<file path="src/hdl/pfc_div.sv">
// ----------------------------------------------------------------------------
// pfc_div
// Restoring divider, one quotient bit per cycle, for the scaled colour.
// ----------------------------------------------------------------------------
module pfc_div #(
  parameter int NUM_W = 23,
  parameter int DEN_W = 16
) (
  input  logic             clk,
  input  logic             rst,
  input  logic             start,
  input  logic [NUM_W-1:0] num,
  input  logic [DEN_W-1:0] den,
  output logic             busy,
  output logic [NUM_W-1:0] quo
);
  localparam int CNT_W = $clog2(NUM_W + 1);

  logic [DEN_W:0]   rem;
  logic [DEN_W:0]   trial;
  logic [DEN_W-1:0] dreg;
  logic [CNT_W-1:0] cnt;

  assign trial = {rem[DEN_W-1:0], quo[NUM_W-1]};

  always_ff @(posedge clk) begin
    if (rst) begin
      busy <= 1'b0;
      cnt  <= '0;
    end else if (start) begin
      busy <= 1'b1;
      cnt  <= CNT_W'(NUM_W);
    end else if (busy) begin
      cnt <= cnt - 1'b1;
      if (cnt == CNT_W'(1)) busy <= 1'b0;
    end
  end

  always_ff @(posedge clk) begin
    if (start) begin
      rem  <= '0;
      quo  <= num;
      dreg <= den;
    end else if (busy) begin
      if (trial >= {1'b0, dreg}) begin
        rem <= trial - {1'b0, dreg};
        quo <= {quo[NUM_W-2:0], 1'b1};
      end else begin
        rem <= trial;
        quo <= {quo[NUM_W-2:0], 1'b0};
      end
    end
  end
endmodule

</file>
<file path="config.mk">
export PLATFORM = sky130hd
export DESIGN_NAME = pfc_div
export DESIGN_NICKNAME = d
export VERILOG_FILES = /design/src/hdl/pfc_div.sv
export SDC_FILE = /design/constraint.sdc
export NUM_CORES = 1
export LEC_CHECK = 0
export BUFFER_PORTS_ARGS = -buffer_cell sky130_fd_sc_hd__buf_2
export CAP_MARGIN = 20
export CORE_MARGIN = 2
export CORE_UTILIZATION = 60
export DETAILED_ROUTE_END_ITERATION = 10
export PLACE_DENSITY = 0.91
export RECOVER_POWER = 50
export SYNTH_ARGS = -nofsm -noshare
export SYNTH_HDL_FRONTEND = slang
export SYNTH_SLANG_ARGS = --single-unit
</file>
<file path="constraint.sdc">
create_clock -name clk -period 4.3 [get_ports clk]
set_input_delay 0.43 -clock clk [delete_from_list [all_inputs] [get_ports clk]]
set_output_delay 0.43 -clock clk [all_outputs]
set_load 0.05 [all_outputs]
</file>
# Word level (Yosys, flattened, before mapping)
# Index checks and enable logic that the tools add are counted.
# W data, S select, Z words.
# op_classes
n_addsub,2
n_mul,0
div,0
n_lt_le_gt_ge,1
n_eq_ne,1
n_shift,0
mux,9
bitwise,0
n_reduce_logical,2
# op_table
op,n
$mux W23,2
$ge A17 B16 Y1,1
$mux W16,1
$sub A16 B16 Y16,1
$mux W5,2
$eq A5 B1 Y1 const B,1
$sub A5 B1 Y5 const B,1
$mux W1,4
$reduce_bool A2 Y1,1
$reduce_or A2 Y1,1
# word_totals
regBits,61
latchBits,0
ram_bits,0
mem_bits_ro,0
in_bits,42
n_memories,0

# Longest topological paths before layout
# logic_depth
ltp_word,4
mapped_depth,11
depth_no_buf,9

# Worst setup path before layout
# OpenSTA, ideal clock, no wires.
# synth_timing
kind,register to register
startpoint,reg quo[22]
endpoint,reg rem[3]
setup_ns,0.091
arrival_time_ns,2.385
t_required_ns,4.209
slack_ns,1.824
stages_incl_launch_ff,10
path_buffers,1
period_less_slack_ns,2.476
path_cell_list,edfxtp_1 -> inv_1 -> ha_1 -> nand3b_2 -> a211oi_2 -> nor3_2 -> a21o_1 -> buf_6 -> a211o_1 -> a311oi_1
# synth_via
elab_chain_cells,2
# synth_lines
element,line,text
"start, declared",15,output logic [NUM_W-1:0] quo
"start signal, assigned",42,quo <= num;
"start signal, assigned",47,"quo <= {quo[NUM_W-2:0], 1'b1};"
"start signal, assigned",50,"quo <= {quo[NUM_W-2:0], 1'b0};"
$sub A16 B16 Y16 or $ge A17 B16 Y1 (tied branches),"46, 45",
$mux W16 (*),45,"if (trial >= {1'b0, dreg}) begin"
"end signal, assigned",46,"rem <= trial - {1'b0, dreg};"
"end signal, assigned",49,rem <= trial;
"end, declared",19,logic [DEN_W:0] rem;
# Mark *: on every way between the ends. The rest lies on a longest branch, timed or not.
# A chain may end at the register's enable or synchronous reset.

# Worst setup path in the final report
# layout_timing
startpoint,reg busy
endpoint,"reg quo[3], enable pin"
# layout_via
elab_chain_cells,1
# layout_lines
element,line,text
"start, declared",14,"output logic busy,"
"start signal, assigned",28,busy <= 1'b0;
"start signal, assigned",31,busy <= 1'b1;
"start signal, assigned",35,if (cnt == CNT_W'(1)) busy <= 1'b0;
$reduce_bool A2 Y1 (no line),n/a,
# No other way between the ends.

==> impl_metrics.json <==
{
  "drive_gt1_frac": 0.275,
  "cts_tree": "done",
  "vias": 2817,
  "seq_area_frac_synth": 0.469,
  "die_x_um": 79.7,
  "synth.most_common_cell": "edfxtp_1",
  "drv_cap": 2,
  "worstMarginPinSlew_ns": 2.64,
  "comb_power_share": 0.249,
  "switching_share": 0.324,
  "clk_pin_slew_ns": 0.07,
  "hold_class": "in -> reg",
  "path_max_fanout": 37,
  "power_density_nw_per_um2": 408,
  "switchingPower_uw": 523,
  "syn_nets": 390,
  "dpl.hpwl_um": 5050,
  "std_cell_rows": 27,
  "clockPowerShare": 0.309,
  "cts-root-buf": "clkbuf_8",
  "fp.dieH_um": 79.7,
  "wire_per_inst_um": 15.9,
  "synth_flop_cell": "edfxtp_1",
  "overflow": 0,
  "cts_max_level": 3,
  "yosys-top-cells-area": "edfxtp_1, dfxtp_1, mux2_2",
  "vias_per_cell": 6.06,
  "drc_errors": 0,
  "drtAntennaViolNets": 0,
  "power.total_uw": 1620,
  "period_share": 0.724,
  "finalHoldViolCount": 0,
  "fin_hold_ws_ns": 0.251,
  "fin_crit_ns": 3.11,
  "peakVddDrop_mv": 0.311,
  "critical_path_class": "reg -> reg",
  "multiInputGateArea_um2": 1650,
  "syn2layout_area_growth_pct": 15.1,
  "post-cts-setup-buffers": 0,
  "fp.dieArea_um2": 6350,
  "rsz0062_at_grt": "false",
  "antenna_cells": 0,
  "grt_start_max_net_pins": 53,
  "leakagePower_uw": 0.00163,
  "cts_sinks": 61,
  "critPathCaptureType": "flip-flop",
  "finalSetupViolCount": 0,
  "fmax_ghz": 0.321,
  "postCtsHoldBufs": 0,
  "synth_edf_count": 39,
  "maxSlewHeadroom": -0.758,
  "cp.arrival_ns": 3.08,
  "p_seq_frac": 0.442,
  "initial_utilization": 0.624,
  "synth.distinct_cells": 57,
  "yosysTopAreaCell": "edfxtp_1",
  "crit_required_ns": 4.27,
  "final_max_slew_viol_count": 91,
  "syn-cell-area_um2": 3440,
  "ys_warn_count": 0,
  "fin_tns_setup_ns": 0,
  "port_buffers": 65,
  "status": "finished with violations",
  "async_flop_share": 0,
  "start_kind": "flip-flop",
  "nNetsFinal": 449,
  "pin_count": 66,
  "wl_um": 7410,
  "cts_buffers": 9,
  "synth_area_per_cell_um2": 10.5,
  "failed_checks": "max-capacitance violations, max-slew violations",
  "fillers": 386,
  "core_region_area_um2": 5510,
  "drt_iter0_markers": 212,
  "final_util": 0.719,
  "place.gp.congestion": 0.883,
  "firstDrtPassIters": 4,
  "power.internal_uw": 1090,
  "fin_skew_ns": 0.0102,
  "clock_latency_ns": 0.35,
  "syn_inst": 329,
  "register_area_um2": 1610,
  "netlist.area_leader.share": 0.341,
  "grt_pass1_vias": 2677,
  "clock_path_buffers": 2,
  "postCtsResizedCells": 0,
  "antenna_found_initial": 0,
  "yosys-top-cells-count": "edfxtp_1, inv_1, mux2_2",
  "ys_seq_elements": 61,
  "grt_use_total": 0.251,
  "grt_pass1_wl_um": 12300
}
-- kinds of logic (layout without fill, tap and decap cells) --
group / Yosys count / count (layout) / share of synthesized area
AOI/OAI and AO/OA: 83 / 83 / 0.167
xor gates and xnor gates: 13 / 13 / 0.0331
adders and majority gates: 19 / 19 / 0.0713
buffers and inverters: 42 / 106 / 0.0509
DFF: 61 / 61 / 0.469
muxes: 23 / 23 / 0.0753
and+or+nand+nor: 88 / 88 / 0.134
-- per-stage QoR --
step / setup WS [ns] / area, µm² / instances
5_1_grt: 0.906 / 3960 / 465
4_1_cts: 1.57 / 3970 / 465
6_report: 1.19 / 3960 / 465
2_1_floorplan: 1.82 / 3440 / 329
3_5_place_dp: 1.58 / 3780 / 449
3_3_place_gp: 1.69 / 3780 / 449
-- critical path: stages, from the launching register on --
cell,delay (ns)
dfxtp_1,0.31
clkbuf_1,1.15
inv_1,0.43
nand2_1,0.83
-- area by class of cell --
type / instances / area share
Clock buffer: 10 / 0.0322
Clock inverter: 6 / 0.0158
Inverter: 23 / 0.0218
Multi-Input combinational cell: 226 / 0.417
Sequential cell: 61 / 0.407
Tap cell: 72 / 0.0228
Timing Repair Buffer: 67 / 0.0828
-- power by group through the flow --
stage	Sequential, µW	Combinational [µW]	Clock, µW
after floorplan	806	221	0
after global placement	721	386	0
after detailed placement	724	396	0
after CTS	713	400	504
after global routing	719	436	526
final	714	403	499
-- per-layer routing --
| layer | vias up | part of all wire | GRT usage |
|---|---|---|---|
| met5 | - | 0 | 0 |
| met4 | 0 | 0.017 | 0.119 |
| met2 | 104 | 0.50 | 0.413 |
| met1 | 1341 | 0.43 | 0.320 |
| met3 | 15 | 0.049 | 0.0430 |
| li1 | 1357 | - | - |
-- path summary, 6_finish.rpt --
| path | from | to | slack, ns | cells after the start |
|---|---|---|---|---|
| worst max-delay path | busy | quo[3] | 1.19 | 3 |
| worst min-delay path | den[0] | dreg[0] | 0.25 | 1 |
| worst max register to register | busy | quo[3] | 1.19 | 3 |
| worst min register to register | rem[14] | rem[15] | 0.50 | 2 |
-- registers in the layout (all words and copies together) (netlist names) --
| register | count |
|---|---|
| rem | 16 |
| quo | 23 |
| cnt | 5 |
| dreg | 16 |
| busy | 1 |
-- cell usage in the layout, fill, tap and decap left out, drive strengths merged, types with 4 or more instances in the layout --
cell type / instances
a311oi: 10
nand4: 4
nor3: 6
ha: 18
edfxtp: 39
o21a: 6
inv: 24
nand2: 19
a21oi: 23
clkbuf: 16
o21ai: 15
and3: 7
o31ai: 4
mux2: 23
nor2: 19
nand3: 16
xnor2: 10
dfxtp: 22
buf: 61
a31oi: 4
Power figures use the tool's default switching activity.
