--- config.mk ---
export PLATFORM = sky130hd
export DESIGN_NAME = pfc_mul
export DESIGN_NICKNAME = d
export VERILOG_FILES = /design/src/hdl/pfc_mul.sv
export SDC_FILE = /design/constraint.sdc
export NUM_CORES = 2
export LEC_CHECK = 0
export ABC_AREA = 1
export BUFFER_PORTS_ARGS = -buffer_cell sky130_fd_sc_hd__clkbuf_2
export CORE_MARGIN = 10
export CORE_UTILIZATION = 65
export DETAILED_ROUTE_END_ITERATION = 8
export PLACE_DENSITY = 0.91
export SLEW_MARGIN = 20
export SYNTH_ARGS = -nofsm -noshare
export SYNTH_HDL_FRONTEND = slang
export SYNTH_SLANG_ARGS = --single-unit
export TNS_END_PERCENT = 10
--- constraint.sdc ---
create_clock -name clk -period 9.2 [get_ports clk]
set_input_delay 1.38 -clock clk [delete_from_list [all_inputs] [get_ports clk]]
set_output_delay 1.38 -clock clk [all_outputs]
set_load 0.02 [all_outputs]
--- src/hdl/pfc_mul.sv ---
// ----------------------------------------------------------------------------
// pfc_mul
// Shared fixed-point multiplier: floor(a*b / 2^F), registered, with range flag.
// ----------------------------------------------------------------------------
module pfc_mul #(
  parameter int OP_W = 33,
  parameter int WORD_BITS = 32,
  parameter int FRACTION_BITS = 28
) (
  input  logic                        clk,
  input  logic signed [OP_W-1:0]      op_a,
  input  logic signed [OP_W-1:0]      op_b,
  output logic signed [WORD_BITS-1:0] res,
  output logic                        ok
);
  localparam int PW = 2 * OP_W;

  logic signed [PW-1:0] prod;
  logic signed [PW-1:0] q;
  logic [PW-WORD_BITS:0] hi;

  assign prod = op_a * op_b;
  assign q    = prod >>> FRACTION_BITS;
  assign hi   = q[PW-1:WORD_BITS-1];

  always_ff @(posedge clk) begin
    res <= q[WORD_BITS-1:0];
    ok  <= (&hi) | ~(|hi);
  end
endmodule

Yosys cells after proc, flatten, opt, wreduce, memory -nomap -nowiden
Cells that the tools add are included.

word-level totals
  register bits after elaboration = 33
  word-level logic and storage cells = 7
  output and inout bits = 33
  bits of input ports = 67

cells by class
  reduce and logical (&&, ||, !) cells = 2
  multiply operators = 1
  bitwise operators = 2

operator list
  operator           number
  $mul A33 B33 Y66   1
  $reduce_and A7 Y1  1
  $reduce_or A7 Y1   1
  $not A1 Y1         1
  $or A1 B1 Y1       1

Logic depth before layout (Yosys ltp)
  depth after elaboration = 4
  mapped depth = 37
  mapped depth without buffers = 35

Worst setup path before layout
Ideal clock, no wire load.

  path kind = input -> register
  from = in op_a[32]
  to = reg ok
  cell stages on the path = 28
  path buffers = 2
  setup time = 112 ps
  slack = 814 ps
  data required time = 9088 ps
  arrival time = 8273 ps
  path through = clkbuf_1 clkbuf_1 nand2_1 inv_1 fa_1 fa_1 fa_1 fa_1 fa_1 fa_1 inv_1 fa_1 inv_1 fa_1 ha_1 nand2_1 nor2_1 inv_1 nor3_1 nand2_1 nor4_1 nand2_1 nand2_1 nand2_1 nand3_1 nor2_1 nand2_1 nand2_1

between the ends
  word-level cells in the longest chain between the ends = 4
  elaborated cells between the ends (all ways) = 5
  those cells by class = mul: 1; bitwise: 2; reduce/logical: 2

RTL lines
  item                    RTL line  source
  start: declaration      11        input logic signed [OP_W-1:0] op_a,
  $mul A33 B33 Y66 *      22        assign prod = op_a * op_b;
  $reduce_or A7 Y1        28        ok <= (&hi) | ~(|hi);
  $not A1 Y1              28
  $or A1 B1 Y1 *          28
  end signal: assignment  28
  end: declaration        14        output logic ok

Mark *: on every way between the ends. The rest lies on a longest branch, timed or not.

Worst setup path in the final report
Ends and elaborated chain as after synthesis.

==> out/results.md <==
| Parameter | Reported | Unit |
| --- | --- | --- |
| Mean Syn Cell Area | 7.920 | sq um |
| Initial standard-cell utilization of the core | 0.6538 | - |
| RSZ-0062 raised after global routing | false | - |
| Count of nets after finishing | 6,560 | - |
| Flop and latch count out of synthesis | 33 | - |
| Count of routing violations after the opening detailed-route iteration | 3,596 | - |
| Die X | 271.4 | um |
| Number of antenna violations at the first check in global routing | 19 | - |
| Number of warnings printed during yosys synthesis | 0 | - |
| Top cells by area in the synthesized netlist | sky130_fd_sc_hd__fa_1 56%, sky130_fd_sc_hd__inv_1 16%, sky130_fd_sc_hd__nand2_1 13% | - |
| Final Util | 0.6794 | - |
| Sink Count | 33 | - |
| Maximum number of pins on one net before global-route repair | 34 | - |
| Category of the worst setup path launch point | primary input | - |
| Share of final-layout standard cells stronger than drive strength 1 | 0.04750 | - |
| Vias after detailed routing | 33.33k | - |
| Longest individual stage delay on the worst path | 0.73 | ns |
| Number of remaining DRC errors | 0 | - |
| Kind of capture point of the worst setup path | flip-flop | - |
| Placed wire-length estimate | 102,900 | um |
| Bufs on Longest Clock Path | 2 | - |
| Mapped Nets | 6,611 | - |
| Final number of hold-violating endpoints | 0 | - |
| Number of routed nets with antenna violations | 0 | - |
| Type of the most critical hold path | reg -> out | - |
| Wirelength, routed | 120,200 | um |
| Clock-pin slew on the worst setup and hold paths | 0.05 | ns |
| Average wire per standard cell | 20.04 | um |
| First-pass GRT wire length | 194,600 | um |
| Via count of the first global-routing pass | 37.47k | - |
| Seq/Total Area, Yosys | 0.01608 | - |
| Slew headroom | 0.3270 | - |
| Clock buffer count from CTS | 5 | - |
| Launch point of the worst path | op_a[32] | - |
| Placer Congestion | 0.9974 | - |
| Chip Height | 271.4 | um |
| Final worst path period need | 8.853 | ns |
| Detail-routed via count per cell | 5.559 | - |
| Final TNS setup | 0 | ns |
| Area of the core | 62,850 | sq um |
| Slew at the pin closest to its max-slew limit | 1.009 | ns |
| Arrival @ worst endpoint | 9.03 | ns |
| Mapped cell area | 41,090 | sq um |
| Run status | complete, no violations | - |
| Root Driver | sky130_fd_sc_hd__clkbuf_16 | - |
| Achievable clock frequency | 113.0 | MHz |
| Distinct cells, synth | 34 | - |
| Number of maximum-capacitance violations | 0 | - |
| Site Rows | 92 | - |
| Congestion Overflow GR | 0 | - |
| Number of cells upsized or downsized after cts | 0 | - |
| Number of slew-limit violations in the final report | 0 | - |
| Cell with the biggest individual delay on the critical path | sky130_fd_sc_hd__fa_1 | - |
| Num ports | 100 | - |
| TritonCTS clock tree | done | - |
| Final setup fails | 0 | - |
| 1st-pass router iterations | 9 | - |
| Postcts setup bufs | 0 | - |
| WS Path Type | in -> reg | - |
| Post-synth top area share | 0.5574 | - |
| Final worst path period share | 0.9623 | - |
| Hold-fix buffer count after cts | 0 | - |
| CP dominant cell by count | sky130_fd_sc_hd__fa_1 | - |
| Gate count of the mapped netlist | 5,188 | - |
| Number of input and output port buffers inserted | 99 | - |
| Highest fanout seen on the critical path | 16 | - |
| Area enclosed by the die boundary | 73,670 | sq um |
| Post-synth top area cell | sky130_fd_sc_hd__fa_1 | - |
| Hold Startpoint | res[27]$_DFF_P_ | - |
| Critical Path RT | 9.37 | ns |
| H-tree depth | 2 | - |
| Signed area change from the synthesized netlist to the final layout | 3.922 | % |
| Overall Global Routing Usage | 0.3355 | - |
-- cells by family after synthesis --
family	Yosys count	share of synthesized area
adders and majority gates	1356	0.6219
AOI/OAI and AO/OA	126	0.01672
DFF	33	0.01608
and+or+nand+nor	1605	0.1512
buffers and inverters	2025	0.1850
xor gates and xnor gates	43	0.009165
-- cells in the final DEF (no fill, tap or decap), drive strengths merged --
cell / n
and2: 2
nor3b: 1
inv: 1766
diode: 12
o21ai: 31
ha: 212
nor4: 6
a21oi: 77
a21o: 4
dfxtp: 33
clkbuf: 105
xnor2: 17
nand2: 1395
clkinvlp: 1
nor2: 143
xor2: 26
nand4: 2
o21bai: 11
and3: 3
buf: 102
or2: 4
and3b: 1
nor3: 10
a21boi: 2
nand3: 37
nand3b: 1
fa: 1144
a211oi: 1
-- layer usage --
layer	track usage	up-vias	share of wire
met5	0.0006570	-	0.00097
li1	-	13890	-
met3	0.1070	752	0.14
met2	0.5276	2488	0.46
met1	0.4053	16180	0.33
met4	0.1920	18	0.068
-- synth_stat cells --
library cell               instances
sky130_fd_sc_hd__xnor2_1          17
sky130_fd_sc_hd__nand3_1          37
sky130_fd_sc_hd__ha_1            212
sky130_fd_sc_hd__a21boi_1          1
sky130_fd_sc_hd__fa_1           1144
sky130_fd_sc_hd__and2_1            2
sky130_fd_sc_hd__xor2_1           26
sky130_fd_sc_hd__a211oi_1          1
sky130_fd_sc_hd__nor2_2           11
sky130_fd_sc_hd__nor4_2            2
sky130_fd_sc_hd__nor2_4            1
sky130_fd_sc_hd__a21o_1            4
sky130_fd_sc_hd__a21oi_1          76
sky130_fd_sc_hd__inv_1          1760
sky130_fd_sc_hd__nor2_1          131
sky130_fd_sc_hd__o21ai_1           4
sky130_fd_sc_hd__o21bai_1         11
sky130_fd_sc_hd__a21oi_2           1
sky130_fd_sc_hd__and3_1            3
sky130_fd_sc_hd__nor4_1            4
sky130_fd_sc_hd__nand2_2           8
sky130_fd_sc_hd__dfxtp_1          33
sky130_fd_sc_hd__nand4_1           2
sky130_fd_sc_hd__and3b_1           1
sky130_fd_sc_hd__clkbuf_1        259
sky130_fd_sc_hd__o21ai_0          25
sky130_fd_sc_hd__nand2_1        1387
sky130_fd_sc_hd__nor3_1           10
sky130_fd_sc_hd__nand3b_1          1
sky130_fd_sc_hd__inv_2             6
sky130_fd_sc_hd__a21boi_0          1
sky130_fd_sc_hd__or2_2             4
sky130_fd_sc_hd__nor3b_2           1
sky130_fd_sc_hd__o21ai_2           2
-- path summary, 6_finish.rpt --
path / cells after the start / slack, ns / endpoint
min: 1 / 2.10 / res[27]
max: 27 / 0.35 / ok$_DFF_P_
-- state kept, by name, indices dropped and copies added (netlist names) --
register	count
res	32
ok	1
-- critical path, delay by kind of cell --
family,cells,cell delay (ns)
adders and majority gates,9,4.79
AOI/OAI and AO/OA,4,1.25
and+or+nand+nor,9,0.83
buffers and inverters,5,0.78
-- area by class of cell --
cell class / instances / area [sq um]
antenna: 12 / 30.03
timing repair buffer: 201 / 1349
inverter: 1766 / 6629
sequential: 33 / 660.6
clock inverter: 1 / 7.507
fill: 4507 / 20150
clock buffer: 6 / 138.9
multi-input combinational: 3130 / 32830
tap: 846 / 1059
-- per-stage QoR --
step / cells / cell area, sq um / hold WS (ns) / setup slack (ns)
2_1_floorplan: 5188 / 41090 / 1.719 / 0.8144
3_3_place_gp: 5976 / 42530 / 1.802 / 0.3351
3_5_place_dp: 5976 / 42530 / 1.798 / 0.2933
4_1_cts: 5983 / 42670 / 2.107 / 0.5208
5_1_grt: 5993 / 42700 / 2.116 / 0.1231
6_report: 5995 / 42700 / 2.097 / 0.3465
Power is not shown: default switching activity piles up to over one toggle a cycle in this logic, so the estimate is an artifact.
